===== src/design/madd_pkg.sv =====
package madd_pkg;

    localparam int WINDOW       = 10;
    localparam int SAMPLE_BITS  = 16;
    localparam int SLOT_BITS    = (WINDOW > 1) ? $clog2(WINDOW) : 1;
    localparam int SUM_BITS     = SAMPLE_BITS + $clog2(WINDOW) + 1;
    localparam int THR_BITS     = 15;
    localparam int HOLD_BITS    = 8;
    localparam int CFG_IDX_BITS = 2;
    localparam int CFG_DATA_BITS = 16;
    localparam int SCALED_BITS  = THR_BITS + $clog2(WINDOW) + 1;
    localparam int CMP_BITS     = ((SUM_BITS > SCALED_BITS) ? SUM_BITS : SCALED_BITS) + 1;

    typedef logic signed [SAMPLE_BITS-1:0]   t_sample;
    typedef logic        [SLOT_BITS-1:0]     t_slot;
    typedef logic signed [SUM_BITS-1:0]      t_sum;
    typedef logic signed [CMP_BITS-1:0]      t_cmp;
    typedef logic        [THR_BITS-1:0]      t_threshold;
    typedef logic        [HOLD_BITS-1:0]     t_holdoff;
    typedef logic        [CFG_DATA_BITS-1:0] t_cfg_data;
    typedef logic signed [1:0]               t_direction;

    typedef enum logic [CFG_IDX_BITS-1:0] {
        REG_SPEED_THRESHOLD = 2'd0,
        REG_HOLDOFF_LIMIT   = 2'd1
    } t_cfg_reg;

    localparam t_direction DIR_STOP = 2'sd0;
    localparam t_direction DIR_FWD  = 2'sd1;
    localparam t_direction DIR_BWD  = -2'sd1;

    localparam t_slot      SLOT_LAST       = t_slot'(WINDOW - 1);
    localparam t_threshold THRESHOLD_RESET = t_threshold'(10);
    localparam t_holdoff   HOLDOFF_RESET   = t_holdoff'(10);
    localparam t_cmp       SCALED_RESET    = t_cmp'((10 + 1) * WINDOW);

endpackage


===== src/design/madd_if.sv =====
interface madd_in_if import madd_pkg::*; ();
    logic    valid;
    logic    ready;
    t_sample motor_speed;

    modport source (output valid, output motor_speed, input ready);
    modport sink   (input valid, input motor_speed, output ready);
endinterface

interface madd_out_if import madd_pkg::*; ();
    logic       valid;
    logic       ready;
    t_direction direction;

    modport source (output valid, output direction, input ready);
    modport sink   (input valid, input direction, output ready);
endinterface

interface madd_cfg_if import madd_pkg::*; ();
    logic      valid;
    logic      ready;
    t_cfg_reg  index;
    t_cfg_data data;

    modport source (output valid, output index, output data, input ready);
    modport sink   (input valid, input index, input data, output ready);
endinterface


===== src/design/moving_average_direction_detector.sv =====
// Moving average direction detector.
// i_in carries one signed speed word per control period; o_out returns one
// direction word for each (1 forward, -1 backward, 0 stopped or held off).
// i_cfg writes speed_threshold (index 0) and holdoff_limit (index 1); other
// indexes are dropped. Write it only while no word is in flight.
// An accepted word passes the compare stage and then the output register,
// which it enters only when that register is free or being taken at o_out.
// Throughput is one word per cycle while the receiver does not stall.
// The sample ring sits in a small memory with a registered read: the old
// sample is read in the accept cycle, and the next stage subtracts it from
// the running sum, writes the new sample back and compares against
// (threshold + 1) times the window. Back-to-back writes and reads of the
// same slot are forwarded.
// Reset clears the ring (per-slot valid bits), the running sum, the slot
// pointer and the hold-off count, and loads both registers with 10; the first
// holdoff_limit words after reset read 0. No clearing pass is needed.
// When the receiver stalls, the output register holds its word, one more
// word waits in the compare stage, and i_in.ready drops until o_out moves.
module moving_average_direction_detector import madd_pkg::*; (
    input  logic       i_clk,
    input  logic       i_rst_n,
    madd_in_if.sink    i_in,
    madd_out_if.source o_out,
    madd_cfg_if.sink   i_cfg
);

    t_sample    r_ring [WINDOW];
    logic       r_ring_vld [WINDOW];

    t_slot      r_slot;
    t_sum       r_sum;
    t_holdoff   r_hold_cnt;
    t_holdoff   r_holdoff_limit;
    t_cmp       r_thr_scaled;

    logic       r_s1_valid;
    t_sample    r_s1_sample;
    t_slot      r_s1_slot;
    t_sample    r_rd_data;
    logic       r_rd_vld;
    logic       r_fwd;
    t_sample    r_fwd_data;

    logic       r_out_valid;
    t_direction r_out_dir;

    logic       in_fire;
    logic       s1_fire;
    t_slot      n_slot;
    t_sample    old_sample;
    t_sum       n_sum;
    t_cmp       sum_ext;
    logic       is_fwd;
    logic       is_bwd;
    t_holdoff   hold_base;
    t_holdoff   n_hold_cnt;
    t_direction n_dir;

    assign s1_fire     = r_s1_valid && (!r_out_valid || o_out.ready);
    assign i_in.ready  = !r_s1_valid || s1_fire;
    assign in_fire     = i_in.valid && i_in.ready;
    assign i_cfg.ready = 1'b1;

    assign o_out.valid     = r_out_valid;
    assign o_out.direction = r_out_dir;

    always_comb begin
        n_slot = (r_slot == SLOT_LAST) ? '0 : r_slot + t_slot'(1);
    end

    always_comb begin
        if (r_fwd) begin
            old_sample = r_fwd_data;
        end else if (r_rd_vld) begin
            old_sample = r_rd_data;
        end else begin
            old_sample = '0;
        end
        n_sum   = r_sum - t_sum'(old_sample) + t_sum'(r_s1_sample);
        sum_ext = t_cmp'(n_sum);
        is_fwd  = sum_ext >= r_thr_scaled;
        is_bwd  = sum_ext <= -r_thr_scaled;

        hold_base = (is_fwd || is_bwd) ? r_hold_cnt : '0;
        if (hold_base < r_holdoff_limit) begin
            n_hold_cnt = hold_base + t_holdoff'(1);
            n_dir      = DIR_STOP;
        end else begin
            n_hold_cnt = hold_base;
            if (is_fwd) begin
                n_dir = DIR_FWD;
            end else if (is_bwd) begin
                n_dir = DIR_BWD;
            end else begin
                n_dir = DIR_STOP;
            end
        end
    end

    // sample ring memory plus the unreset stage and output data registers
    always_ff @(posedge i_clk) begin
        if (s1_fire) begin
            r_ring[r_s1_slot] <= r_s1_sample;
        end
        if (in_fire) begin
            r_rd_data   <= r_ring[r_slot];
            r_rd_vld    <= r_ring_vld[r_slot];
            r_fwd_data  <= r_s1_sample;
            r_s1_sample <= i_in.motor_speed;
            r_s1_slot   <= r_slot;
        end
        if (s1_fire) begin
            r_out_dir <= n_dir;
        end
    end

    always_ff @(posedge i_clk) begin
        if (!i_rst_n) begin
            for (int i = 0; i < WINDOW; i++) begin
                r_ring_vld[i] <= 1'b0;
            end
            r_slot          <= '0;
            r_sum           <= '0;
            r_hold_cnt      <= '0;
            r_holdoff_limit <= HOLDOFF_RESET;
            r_thr_scaled    <= SCALED_RESET;
            r_s1_valid      <= 1'b0;
            r_fwd           <= 1'b0;
            r_out_valid     <= 1'b0;
        end else begin
            if (in_fire) begin
                r_slot     <= n_slot;
                r_fwd      <= s1_fire && (r_s1_slot == r_slot);
                r_s1_valid <= 1'b1;
            end else if (s1_fire) begin
                r_s1_valid <= 1'b0;
            end
            if (s1_fire) begin
                r_ring_vld[r_s1_slot] <= 1'b1;
                r_sum                 <= n_sum;
                r_hold_cnt            <= n_hold_cnt;
                r_out_valid           <= 1'b1;
            end else if (o_out.ready) begin
                r_out_valid <= 1'b0;
            end
            if (i_cfg.valid) begin
                unique case (i_cfg.index)
                    REG_SPEED_THRESHOLD: begin
                        r_thr_scaled <= (t_cmp'(i_cfg.data[THR_BITS-1:0]) + t_cmp'(1))
                                        * t_cmp'(WINDOW);
                    end
                    REG_HOLDOFF_LIMIT: begin
                        r_holdoff_limit <= i_cfg.data[HOLD_BITS-1:0];
                    end
                    default: begin
                    end
                endcase
            end
        end
    end

endmodule


===== src/flat_wrapper.sv =====
// flat-port wrapper written by rule: the top's interface ports become plain ports
module moving_average_direction_detector_flat import madd_pkg::*;
  (i_clk, i_rst_n, i_in_valid, i_in_motor_speed, i_in_ready, o_out_valid, o_out_direction, o_out_ready, i_cfg_valid, i_cfg_index, i_cfg_data, i_cfg_ready);
  madd_in_if i_in_i ();
  madd_out_if o_out_i ();
  madd_cfg_if i_cfg_i ();
  input  logic i_clk;
  input  logic i_rst_n;
  input wire logic [$bits(i_in_i.valid)-1:0] i_in_valid;
  input wire logic [$bits(i_in_i.motor_speed)-1:0] i_in_motor_speed;
  output wire logic [$bits(i_in_i.ready)-1:0] i_in_ready;
  output wire logic [$bits(o_out_i.valid)-1:0] o_out_valid;
  output wire logic [$bits(o_out_i.direction)-1:0] o_out_direction;
  input wire logic [$bits(o_out_i.ready)-1:0] o_out_ready;
  input wire logic [$bits(i_cfg_i.valid)-1:0] i_cfg_valid;
  input wire logic [$bits(i_cfg_i.index)-1:0] i_cfg_index;
  input wire logic [$bits(i_cfg_i.data)-1:0] i_cfg_data;
  output wire logic [$bits(i_cfg_i.ready)-1:0] i_cfg_ready;
  assign i_in_i.valid = i_in_valid;
  assign i_in_i.motor_speed = i_in_motor_speed;
  assign i_in_ready = i_in_i.ready;
  assign o_out_valid = o_out_i.valid;
  assign o_out_direction = o_out_i.direction;
  assign o_out_i.ready = o_out_ready;
  assign i_cfg_i.valid = i_cfg_valid;
  assign i_cfg_i.index = i_cfg_index;
  assign i_cfg_i.data = i_cfg_data;
  assign i_cfg_ready = i_cfg_i.ready;
  moving_average_direction_detector u_core (.i_clk(i_clk), .i_rst_n(i_rst_n), .i_in(i_in_i), .o_out(o_out_i), .i_cfg(i_cfg_i));
endmodule

===== config.mk =====
export PLATFORM = sky130hd
export DESIGN_NAME = moving_average_direction_detector_flat
export DESIGN_NICKNAME = d
export VERILOG_FILES = /design/src/design/madd_pkg.sv /design/src/design/madd_if.sv /design/src/design/moving_average_direction_detector.sv /design/src/flat_wrapper.sv
export SDC_FILE = /design/constraint.sdc
export NUM_CORES = 1
export LEC_CHECK = 0
export CAP_MARGIN = 20
export CORE_MARGIN = 5
export CORE_UTILIZATION = 62
export DETAILED_ROUTE_END_ITERATION = 10
export DONT_BUFFER_PORTS = 1
export MAX_ROUTING_LAYER = met4
export PLACE_DENSITY = 0.84
export SYNTH_ARGS = -nofsm -noshare
export SYNTH_HDL_FRONTEND = slang
export SYNTH_SLANG_ARGS = --single-unit

===== constraint.sdc =====
create_clock -name i_clk -period 8.38 [get_ports i_clk]
set_clock_uncertainty 0.15 [all_clocks]
set_input_delay 1.257 -clock i_clk [delete_from_list [all_inputs] [get_ports i_clk]]
set_output_delay 1.257 -clock i_clk [all_outputs]
set_load 0.05 [all_outputs]

### After elaboration in Yosys (flattened, before gate mapping)

Memory sizes are Yosys's and may differ from the RTL's. A register that Yosys moved wholly into a read port is not among the register bits.
Cells that the tools add are included.

* register bits after elaboration: 103
* bits in writable memories: 170
* input port bits: 39
* output and inout port bits: 5
* logic and storage cells: 62
* memories: 2

* add/sub/neg operators: 6
* multiply operators: 1
* $lt $le $gt $ge: 3
* equal/unequal tests: 3
* multiplexer cells: 19
* reductions and logical operators: 15

Memory list
* u_core.r_ring: depth 10, bits a word 16, read ports 1, clocked after memory_dff 1, wr ports 1, RTL line moving_average_direction_detector.sv:27 `t_sample r_ring [WINDOW];`
* u_core.r_ring_vld: depth 10, bits a word 1, read ports 1, clocked after memory_dff 1, wr ports 10, RTL line moving_average_direction_detector.sv:28 `logic r_ring_vld [WINDOW];`

Operators with widths (count)
* 16-bit two-way mux: 2
* 21-bit by 22-bit greater-or-equal comparator with 1-bit output: 1
* 21-bit by 22-bit less-or-equal comparator with 1-bit output: 1
* 22-bit by 4-bit multiplier with 21-bit output, second input constant: 1
* 22-bit negator: 1
* 21-bit by 16-bit adder with 21-bit output: 1
* 21-bit by 16-bit subtractor with 21-bit output: 1
* 15-bit by 1-bit adder with 16-bit output, second input constant: 1
* 8-bit two-way mux: 2
* 1-bit two-way mux: 12
* 8-bit by 1-bit adder with 8-bit output, second input constant: 1
* 8-bit < comparator: 1
* 4-bit two-way mux: 2
* 4-bit by 1-bit adder with 4-bit output, second input constant: 1
* 4-bit == test: 1
* 4-bit == test, second input constant: 1
* 2-bit AND reduction: 2
* 2-bit nonzero test: 2
* 1-bit logical AND: 3
* 1-bit logical OR: 3
* 2-bit by 1-bit == test with 1-bit output, second input constant: 1
* 1-bit logical NOT: 2
* 2-bit logical NOT: 1
* 2-bit two-way mux: 1
* 2 further kinds: 2

### Depth between registers and ports, before layout

* depth in word-level cells: 9
* mapped depth: 40

### Least setup slack after synthesis

Ideal clock, no wire load.

* path kind: register to register
* start point: register u_core.r_fwd
* end point: register u_core.r_hold_cnt[6]
* library setup time: 0.070 ns
* data arrival time: 7.410 ns
* data required time: 8.160 ns
* path slack: 0.750 ns
* cell stages (with the launch flop): 37
* buffers on the path: 3
* period minus slack after synthesis: 7.630 ns
* path through: dfxtp_1 > clkbuf_1 > nor2b_1 > clkbuf_1 > a22o_1 > fa_1 > fa_1 > nor2b_1 > o21ai_1 > a21oi_1 > o21ai_1 > a211oi_1 > a21boi_0 > o21bai_1 > a21o_1 > xor2_1 > ha_1 > nand2_1 > nor4_1 > a21o_1 > a311oi_1 > maj3_2 > a211o_1 > a211oi_2 > nand2b_4 > buf_2 > and2_1 > ha_1 > a21o_1 > a21o_1 > a21oi_1 > o31a_1 > and2_1 > and3_1 > nand3_1 > or3_1 > a21oi_1

* cells in the longest elaborated chain, start to end: 8

Ends and longest elaborated chain
* start, declared: RTL line moving_average_direction_detector.sv:41 `logic r_fwd;`
* start signal, assigned: RTL line moving_average_direction_detector.sv:133 `r_fwd <= s1_fire && (r_s1_slot == r_slot);`
* 16-bit two-way mux *: RTL line moving_average_direction_detector.sv:72 `if (r_fwd) begin`
* 21-bit by 16-bit subtractor with 21-bit output *: RTL line moving_average_direction_detector.sv:79 `n_sum = r_sum - t_sum'(old_sample) + t_sum'(r_s1_sample);`
* 21-bit by 16-bit adder with 21-bit output *: RTL line moving_average_direction_detector.sv:79
* named net u_core.n_sum[18]: RTL line moving_average_direction_detector.sv:51 `t_sum n_sum;`
* 21-bit by 22-bit greater-or-equal comparator with 1-bit output / 21-bit by 22-bit less-or-equal comparator with 1-bit output (equally long branches): RTL line moving_average_direction_detector.sv:81, moving_average_direction_detector.sv:82
* 1-bit logical OR *: RTL line moving_average_direction_detector.sv:84 `hold_base = (is_fwd || is_bwd) ? r_hold_cnt : '0;`
* 8-bit two-way mux *: RTL line moving_average_direction_detector.sv:84
* 8-bit by 1-bit adder with 8-bit output / 8-bit < comparator (equally long branches): RTL line moving_average_direction_detector.sv:86, moving_average_direction_detector.sv:85
* 8-bit two-way mux *: RTL line moving_average_direction_detector.sv:85 `if (hold_base < r_holdoff_limit) begin`
* end signal, assigned: RTL line moving_average_direction_detector.sv:141 `r_hold_cnt <= n_hold_cnt;`
* end, declared: RTL line moving_average_direction_detector.sv:32 `t_holdoff r_hold_cnt;`

The timed path passes the listed nets; every way through them passes the cells marked *.
A chain may end at the register's enable or synchronous reset.

### Worst setup path in the final report

* start point: register u_core.r_rd_vld (read register of u_core.r_ring_vld)
* end point: register u_core.r_hold_cnt[6]

* cells in the longest elaborated chain, start to end: 9

Ends and longest elaborated chain
* start, declared: RTL line moving_average_direction_detector.sv:40 `logic r_rd_vld;`
* 16-bit two-way mux *: RTL line moving_average_direction_detector.sv:74 `end else if (r_rd_vld) begin`
* 16-bit two-way mux *: RTL line moving_average_direction_detector.sv:72
* 21-bit by 16-bit subtractor with 21-bit output *: RTL line moving_average_direction_detector.sv:79
* 21-bit by 16-bit adder with 21-bit output *: RTL line moving_average_direction_detector.sv:79
* 21-bit by 22-bit greater-or-equal comparator with 1-bit output / 21-bit by 22-bit less-or-equal comparator with 1-bit output (equally long branches): RTL line moving_average_direction_detector.sv:81, moving_average_direction_detector.sv:82
* 1-bit logical OR *: RTL line moving_average_direction_detector.sv:84
* 8-bit two-way mux *: RTL line moving_average_direction_detector.sv:84
* 8-bit by 1-bit adder with 8-bit output / 8-bit < comparator (equally long branches): RTL line moving_average_direction_detector.sv:86, moving_average_direction_detector.sv:85
* 8-bit two-way mux *: RTL line moving_average_direction_detector.sv:85

Mark *: on every way between the ends. The rest lies on a longest branch, timed or not.

==> impl_results.md <==
- Buffers on Ports: 0
- H-tree levels: 1
- Status: completed
- CP Capture Type: flip-flop
- Worst hold-check slack: 0.305 ns
- Slew @ Worst Pin: 1.10 ns
- Worst vdd ir: 0.209 mV
- Via count: 9657
- WL/cell: 19.0 microns
- Slew Limit Fails: 0
- Crit path largest cell delay: 0.54 ns
- Power, Total: 0.00445 W
- Ant diodes: 0
- Die area: 27800 sq um
- Antenna violations before repair: 0
- Share of cells above drive strength 1: 0.123
- Reg-to-reg critical path endpoint: u_core.r_hold_cnt[6]
- Rows: 57
- Final Hold Fails: 0
- Fill count: 1642
- Clock sink count: 294
- CORE AREA: 24200 sq um
- F_max: 0.126 GHz
- Starting DRT DRC Count: 719
- Final setup fails: 0
- Hold crit path type: flip-flop to flip-flop
- Critical path type: flip-flop to flip-flop
- Reg2reg setup slack: 0.42 ns
- Min-Delay Path Depth: 2
- Post-layout net count: 1432
- Largest net degree at the start of global routing: 64
- Cell variety after synth: 77
- Vias/cell: 5.95
- Max clock buf depth: 3
- FFs w/ async S/R, synth: 0
- Leak pwr: 6.37 nW
- Setup crit start kind: flip-flop
- Net Count, Synth: 1419
- Period Utilization, post-route: 0.949
- Worst EP required: 8.69 ns
- First-pass GRT wire length: 50400 microns
- Area added between synthesis and finish: 10.2%
- Vias in the first global route: 10000
- CTS tree: built
- Synth top area share: 0.438
- Post-DRT Antenna Nets: 0
- DP HPWL: 20500 microns
- Remaining design rule violation count: 0
- All-layer global routing usage: 0.226
- Reg2Reg Depth: 34
- Drt total wl: 30800 microns
- Crit-path slowest cell: fa_1
- Hold Path Sink: u_core.r_sum[19]
- Yosys Warn Count: 0
- PD cells: 265 nW/um^2
- Synth area leaders: edfxtp_1, dfxtp_1, ha_1, mux4_2, a21oi_1
- Register area share after synthesis: 0.533
- Yosys reg bits: 294
- TritonRoute pass-1 iters: 5
- Max-cap viol count: 0
- Hold path startpoint: u_core.r_sum[19]
- Die Span Y: 167 microns
- GP Congestion: 0.894
- Crit path time final: 7.96 ns
- Clock Latency Late Sink: 0.56 ns
- Initial core utilization: 0.627
- CTS Buf Count: 30
- CP startpoint: u_core.r_rd_vld
- Critical path fanouts, max: 14
- WP data arrival: 8.27 ns
- Worst reg2reg startpoint: u_core.r_rd_vld
- Synth Instances: 1264
- Mapped Area: 15200 sq um
- Area leader, netlist: edfxtp_1
- Total congestion overflow: 0
- Post-synth EDFFs: 222
- Synth Area per Inst: 12.0 sq um
- Most Frequent Cell on Critical Path: a21o_1
- IO Pins: 44
- Die width: 167 microns
- Clk root buf: clkbuf_16
- Ys flop type: edfxtp_1
- Worst slew margin: 0.267
- Reg clk slew, reported paths: 0.06 ns
-- layout by cell type, fill, tap and decap left out, types with 5 or more instances in the layout --
cell type	count
inv_1	99
fa_1	21
mux4_2	37
o21ai_1	7
nor2b_1	27
nor3_2	6
edfxtp_1	222
bufinv_16	5
nor3_1	22
nand2_1	100
xor2_1	22
or2_2	8
a21o_1	26
buf_4	28
or3_1	6
nand3_1	27
ha_1	95
mux2i_1	26
o211ai_1	6
o21ai_0	20
and3_1	12
nand4_1	10
a211oi_1	18
o21a_1	7
and2_1	14
a22o_1	10
a21oi_1	85
clkbuf_16	30
nor2_1	88
clkinv_2	5
dfxtp_1	70
xnor2_1	43
a22oi_1	5
-- critical path, delay by kind of cell, from the launching register on --
| kind | cells | cell delay, ns |
|---|---|---|
| and+or+nand+nor | 11 | 2.14 |
| buffers and inverters | 3 | 0.48 |
| xor gates and xnor gates | 1 | 0.11 |
| AOI/OAI and AO/OA | 14 | 2.82 |
| DFF | 1 | 0.38 |
| adders and majority gates | 5 | 1.79 |
-- report_power, final --
group | switching, W | leakage (nW) | internal, W
combinational | 0.000769 | 3.23 | 0.000599
clock | 0.000561 | 0.510 | 0.000831
sequential | 0.0000604 | 2.64 | 0.00163
-- flip-flops by register name, indices dropped and copies added, names as in the netlist --
| register | cells |
|---|---|
| u_core.r_ring | 160 |
| u_core.r_sum | 21 |
| u_core.r_thr_scaled | 19 |
| u_core.r_fwd_data | 16 |
| u_core.r_rd_data | 16 |
| u_core.r_ring_vld | 16 |
| u_core.r_s1_sample | 16 |
| u_core.r_hold_cnt | 8 |
| u_core.r_holdoff_limit | 8 |
| u_core.r_s1_slot | 4 |
| u_core.r_slot | 4 |
| u_core.o_out.direction | 2 |
| u_core.o_out.valid | 1 |
| u_core.r_fwd | 1 |
| u_core.r_rd_vld | 1 |
| u_core.r_s1_valid | 1 |
-- what timing repair did --
| action | 4_1_cts | 5_1_grt |
|---|---|---|
| setup endpoints to repair | 0 | 5 |
| buffers inserted | 0 | 6 |
| gates resized for setup | 0 | 8 |
| hold buffers | 0 | 0 |
-- metrics by stage --
stage / setup WS (ns) / area, sq um / cells / utilization / TNS (ns)
after floorplan: 0.750 / 15200 / 1264 / - / 0
after global placement: 0.412 / 15600 / 1562 / 0.644 / 0
after detailed placement: 0.231 / 15600 / 1562 / 0.644 / 0
after CTS: 0.170 / 16700 / 1617 / 0.687 / 0
after global routing: -0.0405 / 16800 / 1624 / 0.691 / -0.0405
final: 0.424 / 16800 / 1624 / 0.691 / 0
-- cell type report --
class                      count  area, sq um  share of cell area
clock inverter                20          251              0.0150
clock buffer                  35          790              0.0471
sequential                   294         8110               0.484
multi-input combinational    821         6600               0.394
tap                          324          405              0.0242
inverter                     101          379              0.0226
timing repair buffer          29          221              0.0132
-- worst max-delay path by stage --
| stage | slack [ns] | endpoint |
|---|---|---|
| after floorplan | 0.75 | u_core.r_hold_cnt[6] |
| after global placement | 0.41 | u_core.r_hold_cnt[6] |
| after detailed placement | 0.23 | u_core.r_hold_cnt[6] |
| after CTS | 0.17 | u_core.r_hold_cnt[6] |
| after global routing | -0.04 | u_core.r_hold_cnt[6] |
| final | 0.42 | u_core.r_hold_cnt[6] |
-- cell families after synthesis --
logic type,synth area share
xor gates and xnor gates,0.0396
adders and majority gates,0.107
AOI/OAI and AO/OA,0.101
DFF,0.533
and+or+nand+nor,0.110
other,0.000247
muxes,0.0719
buffers and inverters,0.0373
-- per-layer routing --
| metal | GRT usage | vias to the layer above | part of all wire |
|---|---|---|---|
| li1 | - | 4625 | - |
| met1 | 0.286 | 4718 | 0.41 |
| met2 | 0.393 | 261 | 0.52 |
| met3 | 0.0334 | 53 | 0.053 |
| met4 | 0.0502 | 0 | 0.018 |
| met5 | - | - | 0 |
-- synthesized netlist by cell type, types with 5 or more instances --
library cell / count
nand3_1: 27
o21ai_0: 20
a22o_1: 10
nor4_1: 5
inv_1: 100
xnor2_1: 43
edfxtp_1: 222
nand2_1: 100
a21oi_1: 86
a22oi_1: 5
nor2b_1: 27
or2_2: 8
nor2_1: 88
o21a_1: 7
fa_1: 21
or3_1: 6
a21o_1: 26
clkbuf_1: 39
and3_1: 12
ha_1: 95
nor3_1: 26
xor2_1: 23
o21ai_1: 8
mux2i_1: 26
dfxtp_1: 72
o211ai_1: 6
mux4_2: 37
nand4_1: 10
and2_1: 14
a211oi_1: 19
No activity file was read; power rests on OpenSTA's default activity.
